$ cat src/sv/lkvc_pkg.sv
// Shared constants for the LRU key/value cache: opcodes, field widths and parameter defaults.
package lkvc_pkg;

  localparam int OpcodeBits = 2;
  localparam int KeyPortBits = 32;
  localparam int ValuePortBits = 32;
  localparam int ReadDataBits = 32;

  localparam logic [OpcodeBits-1:0] OP_LOOKUP = 2'd0;
  localparam logic [OpcodeBits-1:0] OP_INSERT = 2'd1;
  localparam logic [OpcodeBits-1:0] OP_DELETE = 2'd2;

  localparam int DefaultEntries = 16;
  localparam int DefaultKeyBits = 32;
  localparam int DefaultDataBits = 32;

endpackage

$ cat src/sv/lru_key_value_cache.sv
// Fully associative LRU key/value cache with a sequencer that walks the entries.
// A hit, insert or successful delete passes through the scan, the decision, the rank update
// pass and the result register; a miss, a failed delete or an unused opcode skips the update
// pass, and any result may wait for the previous result to be taken.
// Throughput: one transaction at a time, set by the single key compare and rank update units
// that each visit one entry per cycle; the next is taken the cycle after the result loads.
// Reset (rst, synchronous, active high) clears all valid bits, ranks and the entry count
// at once; keys and values are not cleared and are only read for valid entries.
module lru_key_value_cache #(
  parameter int ENTRIES = lkvc_pkg::DefaultEntries,
  parameter int KEY_BITS = lkvc_pkg::DefaultKeyBits,
  parameter int DATA_BITS = lkvc_pkg::DefaultDataBits
) (
  input  logic        clk,
  input  logic        rst,
  // Request stream.
  input  logic        s_tvalid,
  output logic        s_tready,
  input  logic [63:0] s_tdata,   // [31:0] key, [63:32] value
  input  logic [1:0]  s_tuser,   // [1:0] opcode
  // Result stream.
  output logic        m_tvalid,
  input  logic        m_tready,
  output logic [31:0] m_tdata,   // [31:0] read_data
  output logic        m_tuser    // [0] success
);

  localparam int IW = (ENTRIES > 1) ? $clog2(ENTRIES) : 1;  // entry index and rank width
  localparam int CW = $clog2(ENTRIES + 1);                  // entry count width
  localparam logic [IW-1:0] LastIdx = IW'(ENTRIES - 1);
  localparam logic [CW-1:0] FullCount = CW'(ENTRIES);

  localparam logic [2:0] ST_IDLE   = 3'd0;
  localparam logic [2:0] ST_SCAN   = 3'd1;
  localparam logic [2:0] ST_DECIDE = 3'd2;
  localparam logic [2:0] ST_UPDATE = 3'd3;
  localparam logic [2:0] ST_EMIT   = 3'd4;

  logic [2:0] state;

  // Latched request.
  logic [lkvc_pkg::OpcodeBits-1:0] op;
  logic [KEY_BITS-1:0]  req_key;
  logic [DATA_BITS-1:0] req_val;

  // Entry storage. Keys and values live in memories with a registered read port; the
  // valid bits and ranks are flip-flops so that reset can clear them at once.
  logic [KEY_BITS-1:0]  keys [ENTRIES];
  logic [DATA_BITS-1:0] vals [ENTRIES];
  logic [KEY_BITS-1:0]  key_q;
  logic [DATA_BITS-1:0] val_q;
  logic [ENTRIES-1:0]   valid;
  logic [IW-1:0]        rank [ENTRIES];
  logic [CW-1:0]        count;

  // Walk counter shared by the scan and the rank update pass.
  logic [IW-1:0] cnt;
  logic          issue_done;
  logic          rd_vld;
  logic [IW-1:0] rd_idx;

  // What the scan found.
  logic                 hit_found;
  logic [IW-1:0]        hit_idx;
  logic [DATA_BITS-1:0] hit_val;
  logic                 free_found;
  logic [IW-1:0]        free_idx;
  logic                 lru_found;
  logic [IW-1:0]        lru_idx;

  // Plan for the update pass and the result.
  logic          dec_mode;  // 1: ranks above the threshold move down; 0: ranks below move up
  logic [IW-1:0] tgt;
  logic [IW-1:0] thr;
  logic          res_ok;
  logic [31:0]   res_data;

  // Decision, worked out in the cycle after the scan.
  logic                 d_update;
  logic [IW-1:0]        d_tgt;
  logic [IW-1:0]        d_thr;
  logic                 d_dec;
  logic                 d_ok;
  logic [31:0]          d_data;
  logic                 d_we_key;
  logic                 d_we_val;
  logic                 d_set_valid;
  logic                 d_clr_valid;
  logic                 d_cnt_inc;
  logic                 d_cnt_dec;
  logic [CW-1:0]        count_m1;
  logic                 cmp_match;
  logic                 upd_adjust;

  assign s_tready = (state == ST_IDLE);
  assign count_m1 = count - CW'(1);

  // The shared key compare unit: one stored key against the request key per cycle.
  assign cmp_match = valid[rd_idx] && (key_q == req_key);

  // The shared rank compare unit used during the update pass.
  assign upd_adjust = valid[cnt] && (cnt != tgt) &&
                      (dec_mode ? (rank[cnt] > thr) : (rank[cnt] < thr));

  always_comb begin
    d_update    = 1'b0;
    d_tgt       = hit_idx;
    d_thr       = rank[hit_idx];
    d_dec       = 1'b0;
    d_ok        = 1'b0;
    d_data      = '0;
    d_we_key    = 1'b0;
    d_we_val    = 1'b0;
    d_set_valid = 1'b0;
    d_clr_valid = 1'b0;
    d_cnt_inc   = 1'b0;
    d_cnt_dec   = 1'b0;
    unique case (op)
      lkvc_pkg::OP_LOOKUP: begin
        if (hit_found) begin
          d_update = 1'b1;
          d_ok     = 1'b1;
          d_data   = 32'(hit_val);
        end
      end
      lkvc_pkg::OP_INSERT: begin
        d_update = 1'b1;
        d_ok     = 1'b1;
        d_we_val = 1'b1;
        if (!hit_found) begin
          d_we_key = 1'b1;
          if (count < FullCount) begin
            // A new entry enters below every present one, then moves to the front.
            d_tgt       = free_idx;
            d_thr       = IW'(count);
            d_set_valid = 1'b1;
            d_cnt_inc   = 1'b1;
          end else begin
            // Full: the least recent entry is overwritten.
            d_tgt = lru_found ? lru_idx : '0;
            d_thr = lru_found ? rank[lru_idx] : rank[0];
          end
        end
      end
      lkvc_pkg::OP_DELETE: begin
        if (hit_found && (count != '0)) begin
          d_update    = 1'b1;
          d_ok        = 1'b1;
          d_dec       = 1'b1;
          d_clr_valid = 1'b1;
          d_cnt_dec   = 1'b1;
        end
      end
      default: begin
      end
    endcase
  end

  // Key and value memories.
  always_ff @(posedge clk) begin
    if ((state == ST_DECIDE) && d_we_key) begin
      keys[d_tgt] <= req_key;
    end
    if ((state == ST_DECIDE) && d_we_val) begin
      vals[d_tgt] <= req_val;
    end
    key_q <= keys[cnt];
    val_q <= vals[cnt];
  end

  // Request, scan results and plan (payload, no reset needed).
  always_ff @(posedge clk) begin
    if (s_tvalid && s_tready) begin
      op      <= s_tuser;
      req_key <= KEY_BITS'(s_tdata[lkvc_pkg::KeyPortBits-1:0]);
      req_val <= DATA_BITS'(s_tdata[lkvc_pkg::KeyPortBits +: lkvc_pkg::ValuePortBits]);
    end
    if ((state == ST_SCAN) && rd_vld) begin
      if (cmp_match && !hit_found) begin
        hit_idx <= rd_idx;
        hit_val <= val_q;
      end
      if (!valid[rd_idx] && !free_found) begin
        free_idx <= rd_idx;
      end
      if (valid[rd_idx] && (CW'(rank[rd_idx]) == count_m1) && !lru_found) begin
        lru_idx <= rd_idx;
      end
    end
    if (state == ST_DECIDE) begin
      tgt      <= d_tgt;
      thr      <= d_thr;
      dec_mode <= d_dec;
      res_ok   <= d_ok;
      res_data <= d_data;
    end
  end

  // Sequencer and control state.
  always_ff @(posedge clk) begin
    if (rst) begin
      state      <= ST_IDLE;
      cnt        <= '0;
      issue_done <= 1'b0;
      rd_vld     <= 1'b0;
      rd_idx     <= '0;
      hit_found  <= 1'b0;
      free_found <= 1'b0;
      lru_found  <= 1'b0;
      valid      <= '0;
      count      <= '0;
      m_tvalid   <= 1'b0;
      m_tdata    <= '0;
      m_tuser    <= 1'b0;
      for (int i = 0; i < ENTRIES; i++) begin
        rank[i] <= '0;
      end
    end else begin
      if (m_tvalid && m_tready) begin
        m_tvalid <= 1'b0;
      end
      unique case (state)
        ST_IDLE: begin
          if (s_tvalid) begin
            state      <= ST_SCAN;
            cnt        <= '0;
            issue_done <= 1'b0;
            rd_vld     <= 1'b0;
            hit_found  <= 1'b0;
            free_found <= 1'b0;
            lru_found  <= 1'b0;
          end
        end
        ST_SCAN: begin
          // Read at cnt this cycle, compare that entry the next.
          if (!issue_done) begin
            rd_vld <= 1'b1;
            rd_idx <= cnt;
            cnt    <= cnt + IW'(1);
            if (cnt == LastIdx) begin
              issue_done <= 1'b1;
            end
          end else begin
            rd_vld <= 1'b0;
          end
          if (rd_vld) begin
            if (cmp_match) begin
              hit_found <= 1'b1;
            end
            if (!valid[rd_idx]) begin
              free_found <= 1'b1;
            end
            if (valid[rd_idx] && (CW'(rank[rd_idx]) == count_m1)) begin
              lru_found <= 1'b1;
            end
            if (rd_idx == LastIdx) begin
              state <= ST_DECIDE;
            end
          end
        end
        ST_DECIDE: begin
          cnt    <= '0;
          rd_vld <= 1'b0;
          if (d_set_valid) begin
            valid[d_tgt] <= 1'b1;
          end
          if (d_clr_valid) begin
            valid[d_tgt] <= 1'b0;
          end
          if (d_cnt_inc) begin
            count <= count + CW'(1);
          end
          if (d_cnt_dec) begin
            count <= count_m1;
          end
          state <= d_update ? ST_UPDATE : ST_EMIT;
        end
        ST_UPDATE: begin
          // One rank per cycle: the target goes to rank zero, the others past the threshold shift by one.
          if (cnt == tgt) begin
            rank[cnt] <= '0;
          end else if (upd_adjust) begin
            rank[cnt] <= dec_mode ? (rank[cnt] - IW'(1)) : (rank[cnt] + IW'(1));
          end
          cnt <= cnt + IW'(1);
          if (cnt == LastIdx) begin
            state <= ST_EMIT;
          end
        end
        ST_EMIT: begin
          if (!m_tvalid || m_tready) begin
            m_tvalid <= 1'b1;
            m_tdata  <= res_data;
            m_tuser  <= res_ok;
            state    <= ST_IDLE;
          end
        end
        default: begin
          state <= ST_IDLE;
        end
      endcase
    end
  end

  // The entry count always matches the number of valid entries between transactions.
  a_count_matches_valid: assert property (@(posedge clk) disable iff (rst)
    (state == ST_IDLE) |-> ($countones(valid) == int'(count)))
    else $error("entry count does not match the valid bits");

  // A transaction that is taken closes the request side until its result is loaded.
  a_busy_after_accept: assert property (@(posedge clk) disable iff (rst)
    (s_tvalid && s_tready) |=> !s_tready)
    else $error("request side stayed open after a transaction was accepted");

  // A failed request never carries data.
  a_fail_zero_data: assert property (@(posedge clk) disable iff (rst)
    (m_tvalid && !m_tuser) |-> (m_tdata == '0))
    else $error("failed result carries nonzero data");

  // The count never exceeds the number of entries.
  a_count_bound: assert property (@(posedge clk) disable iff (rst)
    (state == ST_UPDATE) |-> (count <= FullCount))
    else $error("entry count exceeds the cache size");

endmodule
$ cat config.mk
export PLATFORM = sky130hd
export DESIGN_NAME = lru_key_value_cache
export DESIGN_NICKNAME = d
export VERILOG_FILES = /design/src/sv/lkvc_pkg.sv /design/src/sv/lru_key_value_cache.sv
export SDC_FILE = /design/constraint.sdc
export NUM_CORES = 2
export LEC_CHECK = 0
export ABC_CLOCK_PERIOD_IN_PS = 7700
export BUFFER_PORTS_ARGS = -buffer_cell sky130_fd_sc_hd__buf_2
export CAP_MARGIN = 20
export CORE_UTILIZATION = 55
export CTS_CLUSTER_DIAMETER = 30
export DETAILED_ROUTE_END_ITERATION = 8
export PLACE_DENSITY_LB_ADDON = 0.08
export SETUP_SLACK_MARGIN = 0.02
export SLEW_MARGIN = 25
export SYNTH_ARGS = -nofsm -noshare
export SYNTH_HDL_FRONTEND = slang
export SYNTH_SLANG_ARGS = --single-unit
$ cat constraint.sdc
create_clock -name clk -period 7.7 [get_ports clk]
set_input_delay 1.155 -clock clk [delete_from_list [all_inputs] [get_ports clk]]
set_output_delay 1.155 -clock clk [all_outputs]
set_load 0.02 [all_outputs]
==> flow_summary.ini <==
[run_status]
outcome = finished, final reports clean

[layout]
fin_cells = 4330
fin_nets = 2924
n_antenna_cell = 0
layout-drive-gt1-share = 0.343
synthToLayoutAreaGrowth_pct = 20.0
fin_area_um2 = 64400

[synth]
async_flop_share = 0
yosysTopAreaCell = edfxtp_1
yosysTopAreaCellShare = 0.693
synthFlopType = edfxtp_1
ys_seq_area_frac = 0.750
ys_seq_elements = 1391
syn-num-nets = 2669
syn_area_um2 = 53700
synth_warnings = 0
syn-mean-instance-area_um2 = 20.8
synth_common_cells = 1,240 x edfxtp_1, 399 x mux4_2, 151 x dfxtp_1
synthTopCellsByArea = edfxtp_1 69%, mux4_2 17%, dfxtp_1 5.6%
synth_cell_types = 49
synth_edf_count = 1240
synthMostInstantiatedCell = edfxtp_1
syn_inst = 2586

[drt]
totalWireLength_um = 125000
via_per_inst = 6.23
drt_iter0_drc = 2811
vias = 27000
wl_per_cell_um = 28.9
drcViolationCount = 0
drtAntennaViolNets = 0
drtPass1Iterations = 5

[floorplan]
die_area_um2 = 98900
initial_utilization = 0.555
io_pins = 105
rows = 114
dieWidth_um = 314
core_um2 = 96700
die_y_um = 314

[power_and_ir_drop]
ir_drop_v = 0.000219
power_density_nw_per_um2 = 307
leakage_nw = 20.5
finalPower_mw = 19.8

[sta]
final-max-slew-violation-count = 0
worst_clock_skew_ns = 0.0377
setup_violations = 0
slew_headroom = 0.314
min_period_ns = 4.30
rsz0062_at_grt = no
fmax_ghz = 0.233
tightest_slew_ns = 1.03
setup_tns_ns = 0
hold_violations = 0
period_share = 0.558

[clock_network]
h-tree-depth = 4
cts_sinks = 1391
cts_resized = 0
post-cts-setup-buffers = 0
clk_pin_slew_ns = 0.05
cts-buffers-inserted = 237
insertion_delay_ns = 0.79
hold_buffers = 0
cts_root_buf = clkbuf_16
clockBufferDepth = 3
cts_tree = yes

[critical_path]
r2r_cells = 10
cp-start-kind = flip-flop
endpoint_kind = flip-flop
critPathMaxFanout = 31
cp.arrival_ns = 4.70
rr_endpoint = rank[10][0]
crit_required_ns = 8.10
path_class = reg2reg
slowest_stage = dfxtp_2
reg2reg_slack_ns = 3.40
critPathMaxStageDelay_ns = 0.68
worstPathCellList = mux4_2 > mux4_2 > ha_1 > nor2b_1 > o211ai_1 > and3b_1 > o21ai_0 > and2_2 > buf_4 > o21ai_0

[global_route]
grt_max_degree = 108
met3_usage = 0.0495
grt_use_total = 0.260
grt_util_met1 = 0.370
grt_overflow = 0
grt_pass1_vias = 27800
gr-usage-met2 = 0.412
grt_pass1_wl_um = 185000
busiest_layer = met2
antenna_found_initial = 3

[hold_path]
min_path_cells = 0
hold-path-endpoint = hit_val[2]
hp-class = reg2reg
min_from = val_q[2]

[placed_design]
routabilityCongestion = 0.913
dpl_cell_area_um2 = 55900
dp_cells = 3877
portBuffers = 104
dp_hpwl_um = 63900

[job]
cap_violations = 0
==> per-layer routing <==
metal,wire [um],vias to the layer above
li1,-,11300
met1,52300,14300
met2,61300,1137
met3,8590,230
met4,2920,2
met5,9,-
==> layout by cell type (no fill, tap or decap), types with 19 or more instances in the layout <==
cell type and count:
clkbuf_16 242, nor2_1 54, o21ai_0 41, nor3_1 64, clkinv_4 29, nand2_1 110
buf_2 104, nand4_1 19, a21oi_1 59, inv_6 26, mux4_2 399, clkinv_2 37
xnor2_1 43, clkinvlp_4 25, mux2i_1 23, buf_4 54, edfxtp_1 1240, bufinv_16 29
nor2_4 32, dfxtp_1 145, and2_1 34
==> critical path, delay by kind of cell (launching register included) <==
kind	cells	cell delay (ns)
muxes	2	1.15
AOI/OAI and AO/OA	3	0.78
and+or+nand+nor	3	0.72
DFF	1	0.68
adders and majority gates	1	0.32
buffers and inverters	1	0.27
==> report_power, final <==
part,switching [mW],total [mW],internal [mW]
sequential,0.169,8.53,8.36
clock,3.77,10.7,6.96
combinational,0.266,0.509,0.243
total,4.21,19.8,15.6
==> sequential cells by signal, indices dropped and copies added (netlist names), 5 cells and up, named ones only <==
| name | count |
|---|---|
| keys | 512 |
| vals | 512 |
| rank | 64 |
| hit_val | 32 |
| key_q | 32 |
| m_tdata | 32 |
| req_key | 32 |
| req_val | 32 |
| res_data | 32 |
| val_q | 32 |
| valid | 16 |
| count | 5 |
==> cells by family after synthesis <==
group                      count (synthesis)  share of synthesized area
buffers and inverters                    166                     0.0124
xor gates and xnor gates                  51                    0.00846
AOI/OAI and AO/OA                        152                     0.0170
DFF                                     1391                      0.750
adders and majority gates                 13                    0.00317
muxes                                    437                      0.176
and+or+nand+nor                          376                     0.0331
==> area by class of cell <==
class,count,area (um^2)
Multi-Input combinational cell,1029,13000
Fill cell,6222,32300
Timing Repair Buffer,162,988
Tap cell,1276,1600
Clock buffer,278,6370
Clock inverter,174,2080
Sequential cell,1391,40300
Inverter,20,77.6
==> how the worst max path moves through the flow <==
stage	startpoint	end	slack, ns
floorplan	state[2]	keys[12][0]	0.93
global placement	flip-flop	rank[8][0]	2.85
detailed placement	flip-flop	rank[10][2]	2.81
CTS	flip-flop	rank[10][0]	2.77
global route	flip-flop	rank[11][2]	3.08
finish	flip-flop	rank[10][0]	3.40
==> stage by stage <==
| stage | util | setup slack (ns) | hold slack (ns) |
|---|---|---|---|
| 6_report | 0.666 | 3.40 | 0.374 |
| 5_1_grt | 0.666 | 3.08 | 0.380 |
| 4_1_cts | 0.666 | 2.77 | 0.378 |
| 3_5_place_dp | 0.578 | 2.81 | 0.389 |
| 3_3_place_gp | 0.578 | 2.85 | 0.388 |
| 2_1_floorplan | - | 0.934 | 0.386 |
(Power assumes the default switching activity.)
